$ cat src/rtl/pcg_pkg.sv
// Constants, action codes and the output permutation of the PCG32 generator.
// Depends on nothing; used by every RTL module of the block.
package pcg_pkg;

  localparam logic [63:0] PCG_MULT = 64'd6364136223846793005;
  localparam logic [63:0] PCG_INC  = 64'd1442695040888963407;
  localparam logic [63:0] PCG_RESET_STATE = PCG_INC * PCG_MULT + PCG_INC;

  localparam int XS_SHIFT_A = 18;
  localparam int XS_SHIFT_B = 27;
  localparam int ROT_LSB    = 59;

  localparam logic [1:0] ACT_RAW     = 2'd0;
  localparam logic [1:0] ACT_BOUNDED = 2'd1;
  localparam logic [1:0] ACT_RESEED  = 2'd2;

  // XSH-RR output word of a state.
  function automatic logic [31:0] pcg_out(input logic [63:0] s);
    logic [63:0] xs_wide;
    logic [31:0] xs;
    logic [4:0]  rot;
    logic [63:0] dbl;
    xs_wide = ((s >> XS_SHIFT_A) ^ s) >> XS_SHIFT_B;
    xs      = xs_wide[31:0];
    rot     = s[63:ROT_LSB];
    dbl     = {xs, xs} >> rot;
    return dbl[31:0];
  endfunction

endpackage

$ cat src/rtl/pcg_lcg_mul.sv
// LCG step unit: result = opnd * PCG_MULT + PCG_INC mod 2^64, one 32x32 product a cycle.
// Depends on pcg_pkg.
module pcg_lcg_mul
  import pcg_pkg::*;
(
  input  logic        clk,
  input  logic        rst,
  input  logic        start,
  input  logic [63:0] opnd,
  output logic        done,
  output logic [63:0] result
);

  logic        busy;
  logic [1:0]  step;
  logic [63:0] a;
  logic [63:0] acc;
  logic [63:0] prod;
  logic [31:0] mul_a;
  logic [31:0] mul_b;
  logic [63:0] mul_p;

  always_comb begin
    case (step)
      2'd0: begin
        mul_a = a[31:0];
        mul_b = PCG_MULT[31:0];
      end
      2'd1: begin
        mul_a = a[31:0];
        mul_b = PCG_MULT[63:32];
      end
      2'd2: begin
        mul_a = a[63:32];
        mul_b = PCG_MULT[31:0];
      end
      default: begin
        mul_a = 32'd0;
        mul_b = 32'd0;
      end
    endcase
  end

  assign mul_p = {32'd0, mul_a} * {32'd0, mul_b};

  always_ff @(posedge clk) begin
    if (rst) begin
      busy <= 1'b0;
      step <= 2'd0;
    end else if (start) begin
      busy <= 1'b1;
      step <= 2'd0;
    end else if (busy) begin
      step <= step + 2'd1;
      if (step == 2'd3) begin
        busy <= 1'b0;
      end
    end
  end

  always_ff @(posedge clk) begin
    if (start) begin
      a <= opnd;
    end else if (busy) begin
      prod <= mul_p;
      case (step)
        2'd1:    acc <= prod + PCG_INC;
        2'd2:    acc <= acc + {prod[31:0], 32'd0};
        default: acc <= acc;
      endcase
    end
  end

  assign done   = busy && (step == 2'd3);
  assign result = acc + {prod[31:0], 32'd0};

endmodule

$ cat src/rtl/pcg_div32.sv
// Restoring remainder unit for 32-bit words, one quotient bit a cycle.
// Depends on pcg_pkg only through the shared import convention.
module pcg_div32
  import pcg_pkg::*;
(
  input  logic        clk,
  input  logic        rst,
  input  logic        start,
  input  logic [31:0] dividend,
  input  logic [31:0] divisor,
  output logic        done,
  output logic [31:0] rem
);

  logic        busy;
  logic [4:0]  cnt;
  logic [31:0] q;
  logic [31:0] d;
  logic [32:0] shifted;
  logic [32:0] trial;

  assign shifted = {rem, q[31]};
  assign trial   = shifted - {1'b0, d};

  always_ff @(posedge clk) begin
    if (rst) begin
      busy <= 1'b0;
      cnt  <= 5'd0;
      done <= 1'b0;
    end else begin
      done <= 1'b0;
      if (start) begin
        busy <= 1'b1;
        cnt  <= 5'd0;
      end else if (busy) begin
        cnt <= cnt + 5'd1;
        if (cnt == 5'd31) begin
          busy <= 1'b0;
          done <= 1'b1;
        end
      end
    end
  end

  always_ff @(posedge clk) begin
    if (start) begin
      q   <= dividend;
      d   <= divisor;
      rem <= 32'd0;
    end else if (busy) begin
      q <= {q[30:0], 1'b0};
      if (!trial[32]) begin
        rem <= trial[31:0];
      end else begin
        rem <= shifted[31:0];
      end
    end
  end

endmodule

$ cat src/rtl/pcg32_bounded_random.sv
// PCG32 XSH-RR generator with raw, bounded and reseed actions.
// Depends on pcg_pkg, pcg_lcg_mul and pcg_div32.
//
//   channel  handshake             payload
//   in       in_valid / in_stall   action, bound_min, bound_max
//   out      out_valid / out_stall value
//   seed     seed_valid / seed_ready seed_value
//
// Raw draw and reseed are bound by the LCG multiplier.
// Bounded draw with one draw: two remainder passes (threshold, then result),
// the draw and the hand-over; each redraw adds a draw; an empty range only hands over.
// Reset is synchronous and loads the state seeded from zero.
// in_stall stays high from a transfer until its result is in the output register;
// a stalled result holds that register and the sequencer waits.
module pcg32_bounded_random
  import pcg_pkg::*;
(
  input  logic        clk,
  input  logic        rst,
  input  logic        in_valid,
  output logic        in_stall,
  input  logic [1:0]  action,
  input  logic [31:0] bound_min,
  input  logic [31:0] bound_max,
  output logic        out_valid,
  input  logic        out_stall,
  output logic [31:0] value,
  input  logic        seed_valid,
  output logic        seed_ready,
  input  logic [63:0] seed_value
);

  typedef enum logic [2:0] {
    S_IDLE,
    S_LCG,
    S_THR,
    S_DRAW,
    S_REM,
    S_OUT
  } fsm_t;

  fsm_t        fsm;
  logic [63:0] seed;
  logic [63:0] gen;
  logic [1:0]  act;
  logic [31:0] bmin;
  logic [31:0] rng;
  logic [31:0] thr;
  logic [31:0] word;
  logic [31:0] res;
  logic [31:0] rng_in;
  logic        in_xfer;

  logic        mul_start;
  logic [63:0] mul_opnd;
  logic        mul_done;
  logic [63:0] mul_result;
  logic        div_start;
  logic [31:0] div_dividend;
  logic [31:0] div_divisor;
  logic        div_done;
  logic [31:0] div_rem;

  assign in_stall   = (fsm != S_IDLE);
  assign in_xfer    = in_valid && !in_stall;
  assign seed_ready = 1'b1;
  assign rng_in     = bound_max - bound_min;

  always_ff @(posedge clk) begin
    if (rst) begin
      seed <= 64'd0;
    end else if (seed_valid && seed_ready) begin
      seed <= seed_value;
    end
  end

  always_comb begin
    mul_start    = 1'b0;
    mul_opnd     = gen;
    div_start    = 1'b0;
    div_dividend = word;
    div_divisor  = rng;
    case (fsm)
      S_IDLE: begin
        if (in_xfer) begin
          case (action)
            ACT_RAW: mul_start = 1'b1;
            ACT_RESEED: begin
              mul_start = 1'b1;
              mul_opnd  = seed + PCG_INC;
            end
            ACT_BOUNDED: begin
              if (rng_in != 32'd0) begin
                div_start    = 1'b1;
                div_dividend = 32'd0 - rng_in;
                div_divisor  = rng_in;
              end
            end
            default: ;
          endcase
        end
      end
      S_DRAW: mul_start = 1'b1;
      S_LCG: begin
        if (mul_done && (act == ACT_BOUNDED) && (word >= thr)) begin
          div_start = 1'b1;
        end
      end
      default: ;
    endcase
  end

  pcg_lcg_mul u_mul (
    .clk    (clk),
    .rst    (rst),
    .start  (mul_start),
    .opnd   (mul_opnd),
    .done   (mul_done),
    .result (mul_result)
  );

  pcg_div32 u_div (
    .clk      (clk),
    .rst      (rst),
    .start    (div_start),
    .dividend (div_dividend),
    .divisor  (div_divisor),
    .done     (div_done),
    .rem      (div_rem)
  );

  always_ff @(posedge clk) begin
    if (rst) begin
      fsm       <= S_IDLE;
      out_valid <= 1'b0;
      gen       <= PCG_RESET_STATE;
    end else begin
      if ((fsm == S_OUT) && (!out_valid || !out_stall)) begin
        out_valid <= 1'b1;
      end else if (out_valid && !out_stall) begin
        out_valid <= 1'b0;
      end
      case (fsm)
        S_IDLE: begin
          if (in_xfer) begin
            act  <= action;
            bmin <= bound_min;
            rng  <= rng_in;
            word <= pcg_out(gen);
            case (action)
              ACT_RAW:    fsm <= S_LCG;
              ACT_RESEED: fsm <= S_LCG;
              ACT_BOUNDED: begin
                if (rng_in == 32'd0) begin
                  res <= bound_min;
                  fsm <= S_OUT;
                end else begin
                  fsm <= S_THR;
                end
              end
              default: begin
                res <= 32'd0;
                fsm <= S_OUT;
              end
            endcase
          end
        end
        S_THR: begin
          if (div_done) begin
            thr <= div_rem;
            fsm <= S_DRAW;
          end
        end
        S_DRAW: begin
          word <= pcg_out(gen);
          fsm  <= S_LCG;
        end
        S_LCG: begin
          if (mul_done) begin
            gen <= mul_result;
            case (act)
              ACT_RAW: begin
                res <= word;
                fsm <= S_OUT;
              end
              ACT_BOUNDED: begin
                if (word >= thr) begin
                  fsm <= S_REM;
                end else begin
                  fsm <= S_DRAW;
                end
              end
              default: begin
                res <= 32'd0;
                fsm <= S_OUT;
              end
            endcase
          end
        end
        S_REM: begin
          if (div_done) begin
            res <= div_rem + bmin;
            fsm <= S_OUT;
          end
        end
        S_OUT: begin
          if (!out_valid || !out_stall) begin
            value <= res;
            fsm   <= S_IDLE;
          end
        end
        default: fsm <= S_IDLE;
      endcase
    end
  end

endmodule

$ cat config.mk
export PLATFORM = sky130hd
export DESIGN_NAME = pcg32_bounded_random
export DESIGN_NICKNAME = d
export VERILOG_FILES = /design/src/rtl/pcg_pkg.sv /design/src/rtl/pcg_lcg_mul.sv /design/src/rtl/pcg_div32.sv /design/src/rtl/pcg32_bounded_random.sv
export SDC_FILE = /design/constraint.sdc
export NUM_CORES = 2
export LEC_CHECK = 0
export ABC_CLOCK_PERIOD_IN_PS = 13100
export BUFFER_PORTS_ARGS = -buffer_cell sky130_fd_sc_hd__clkbuf_2
export CAP_MARGIN = 20
export CORE_MARGIN = 4
export CORE_UTILIZATION = 55
export DETAILED_ROUTE_END_ITERATION = 16
export MAX_ROUTING_LAYER = met4
export PLACE_DENSITY = 0.83
export SLEW_MARGIN = 20
export SYNTH_ARGS = -nofsm -noshare
export SYNTH_HDL_FRONTEND = slang
export SYNTH_SLANG_ARGS = --single-unit
$ cat constraint.sdc
create_clock -name clk -period 13.1 [get_ports clk]
set_input_delay 3.275 -clock clk [delete_from_list [all_inputs] [get_ports clk]]
set_output_delay 3.275 -clock clk [all_outputs]
set_load 0.01 [all_outputs]
==> flow_summary.json <==
{
  "status": "complete, no violations",
  "root_buffer": "clkbuf_16",
  "ios": 170,
  "cts.sinks": 623,
  "cts_max_level": 3,
  "max_freq_ghz": 0.0945,
  "ctsResizeCount": 0,
  "syn_avg_cell_area_um2": 9.96,
  "cts_hold_buf": 0,
  "ant_nets": 0,
  "track_usage_pct": 32.0,
  "final.min_clock_period_ns": 10.58,
  "synth-edff-count": 449,
  "synthToLayoutAreaGrowth_pct": 8.21,
  "period_share_pct": 80.7,
  "post-route-drc-count": 0,
  "critical_path.max_stage_delay_ns": 0.79,
  "clkTransAtPathRegs_ns": 0.06,
  "drive_above_1_share_pct": 7.75,
  "cts_buffers": 66,
  "gr-total-overflow": 0,
  "endpoint_kind": "flop",
  "synth_nets": 7145,
  "rsz0062_at_grt": "no",
  "slew_viol_final": 0,
  "die_area_um2": 111000,
  "drtIter0Drc": 4652,
  "synth.largest_area_cell": "edfxtp_1",
  "synth_top_cells_by_area": "edfxtp_1, fa_1, ha_1, inv_1, dfxtp_1",
  "die_w_um": 333,
  "critPathLaunchType": "flop",
  "yosysTopAreaCellShare_pct": 23.3,
  "wl_per_cell_um": 23.7,
  "wl_um": 175000,
  "antenna_found_initial": 7,
  "yosysWarningCount": 0,
  "ys_seq_area_share_pct": 29.3,
  "hold_viol_final": 0,
  "max_cap_viol_count": 0,
  "maxSlewHeadroom_pct": 24.8,
  "syn-cell-area_um2": 58000,
  "cts_tree": "built",
  "critPathArrivalTime_ns": 10.96,
  "coreArea_um2": 104000,
  "hold_path_class": "flop to flop",
  "insertion_delay_ns": 0.66,
  "setup_viol": 0,
  "first_pass_iters": 7,
  "synth_cell_type_count": 90,
  "worst_slew_pin_slew_ns": 1.12,
  "yosysMostFrequentCell": "inv_1",
  "place_ws_ns": 2.75,
  "place_congestion": 1.01,
  "num_rows": 118,
  "vias_per_cell": 6.01,
  "critPathMaxFanout": 25,
  "yosys_most_used_dff": "edfxtp_1",
  "worst_slack_ns": 2.52,
  "clock_skew_ns": 0.0534,
  "start_util_pct": 55.7,
  "die_h_um": 333,
  "postCtsSetupRepairBufs": 0,
  "dp_hpwl_um": 139000,
  "ys_seq_elements": 623,
  "cts_max_path_buffers": 3,
  "syn_inst": 5824,
  "io_buffers": 168,
  "critPathMostFrequentCell": "fa_1",
  "async_flop_share_pct": 0,
  "synth_common_cells": "inv_1, ha_1, fa_1",
  "required_ns": 13.48,
  "grt_pass1_vias": 44100,
  "crit_slowest_cell": "a2111oi_0",
  "tns_ns": 0,
  "crit_type": "flop to flop",
  "nets": 7256,
  "grt_max_degree": 87,
  "grt_pass1_wl_um": 264000,
  "vias": 44400
}
==> flip-flops by register name, summed over array words and instances (netlist names), 2 cells and up <==
| signal | flops |
|---|---|
| rng | 32 |
| u_div.q | 32 |
| act | 2 |
| u_div.cnt | 5 |
| bmin | 32 |
| fsm | 3 |
| res | 32 |
| u_mul.prod | 63 |
| u_mul.acc | 64 |
| seed | 64 |
| thr | 32 |
| value | 32 |
| gen | 64 |
| word | 32 |
| u_mul.a | 64 |
| u_div.d | 32 |
| u_mul.step | 2 |
| u_div.rem | 32 |
==> kinds of logic after synthesis <==
logic type               count (synthesis)  synth area share (%)
AO/OA/AOI/OAI                         1091                  11.9
XOR/XNOR                               310                  4.70
adder cells (fa/ha/maj)               1186                  32.7
buffers and inverters                 1164                  7.60
flip-flops                             623                  29.3
multiplexers                           206                  4.02
other                                    1               0.00647
AND/OR/NAND/NOR                       1243                  9.86
==> per-layer routing <==
layer / part of all wire (%) / vias up / global-route usage [%]
met4: 5.5 / 0 / 14.3
met3: 10 / 475 / 5.97
met1: 39 / 21500 / 41.6
met5: 0 / - / -
li1: - / 20000 / -
met2: 45 / 2411 / 49.0
==> final cells by class <==
cell class	count	area (um^2)
antenna	18	45.0
tap	1380	1730
inverter	978	3670
clock buffer	91	1870
clock inverter	31	439
sequential	623	17000
fill	8552	41300
timing repair buffer	229	1300
multi-input combinational	4037	36700
==> metrics by stage <==
stage               hold WS [ns]  area [um^2]  instances  util, %
detailed placement         0.405        60400       7247     58.0
finish                     0.398        62700       7387     60.3
global placement           0.402        60400       7247     58.0
CTS                        0.397        62700       7369     60.2
global route               0.422        62700       7376     60.3
floorplan                  0.400        58000       5824        -
==> critical path, delay by kind of cell (launching register included) <==
family	cells	cell delay [ns]
AO/OA/AOI/OAI	7	2.34
XOR/XNOR	1	0.13
adder cells (fa/ha/maj)	10	4.79
buffers and inverters	6	0.72
flip-flops	1	0.43
AND/OR/NAND/NOR	5	1.89
==> final timing paths <==
kind / startpoint / end / slack (ns) / cells past startpoint
max: u_mul.step[1]$_SDFFE_PP0P_ / u_mul.prod[60]$_DFFE_PP_ / 2.52 / 29
min reg2reg: res[31]$_DFFE_PP_ / value[31]$_DFFE_PP_ / 0.40 / 0
min: res[31]$_DFFE_PP_ / value[31]$_DFFE_PP_ / 0.40 / 0
max reg2reg: u_mul.step[1]$_SDFFE_PP0P_ / u_mul.prod[60]$_DFFE_PP_ / 2.52 / 29
==> cells in the final DEF (no fill, tap or decap), drive strengths merged, types with 36 or more instances in the layout <==
cell,instances
and2,52
a22oi,57
xnor2,191
a31oi,38
mux2i,145
xor2,119
a21oi,324
a21o,100
clkbuf,257
buf,63
edfxtp,449
dfxtp,174
nor2,399
inv,981
o21a,36
a211oi,55
nand2,399
mux2,44
fa,548
o21ai,272
nand3,75
nor3,68
and3,37
ha,638
Power is not shown: default switching activity piles up to over one toggle a cycle in this logic, so the estimate is an artifact.
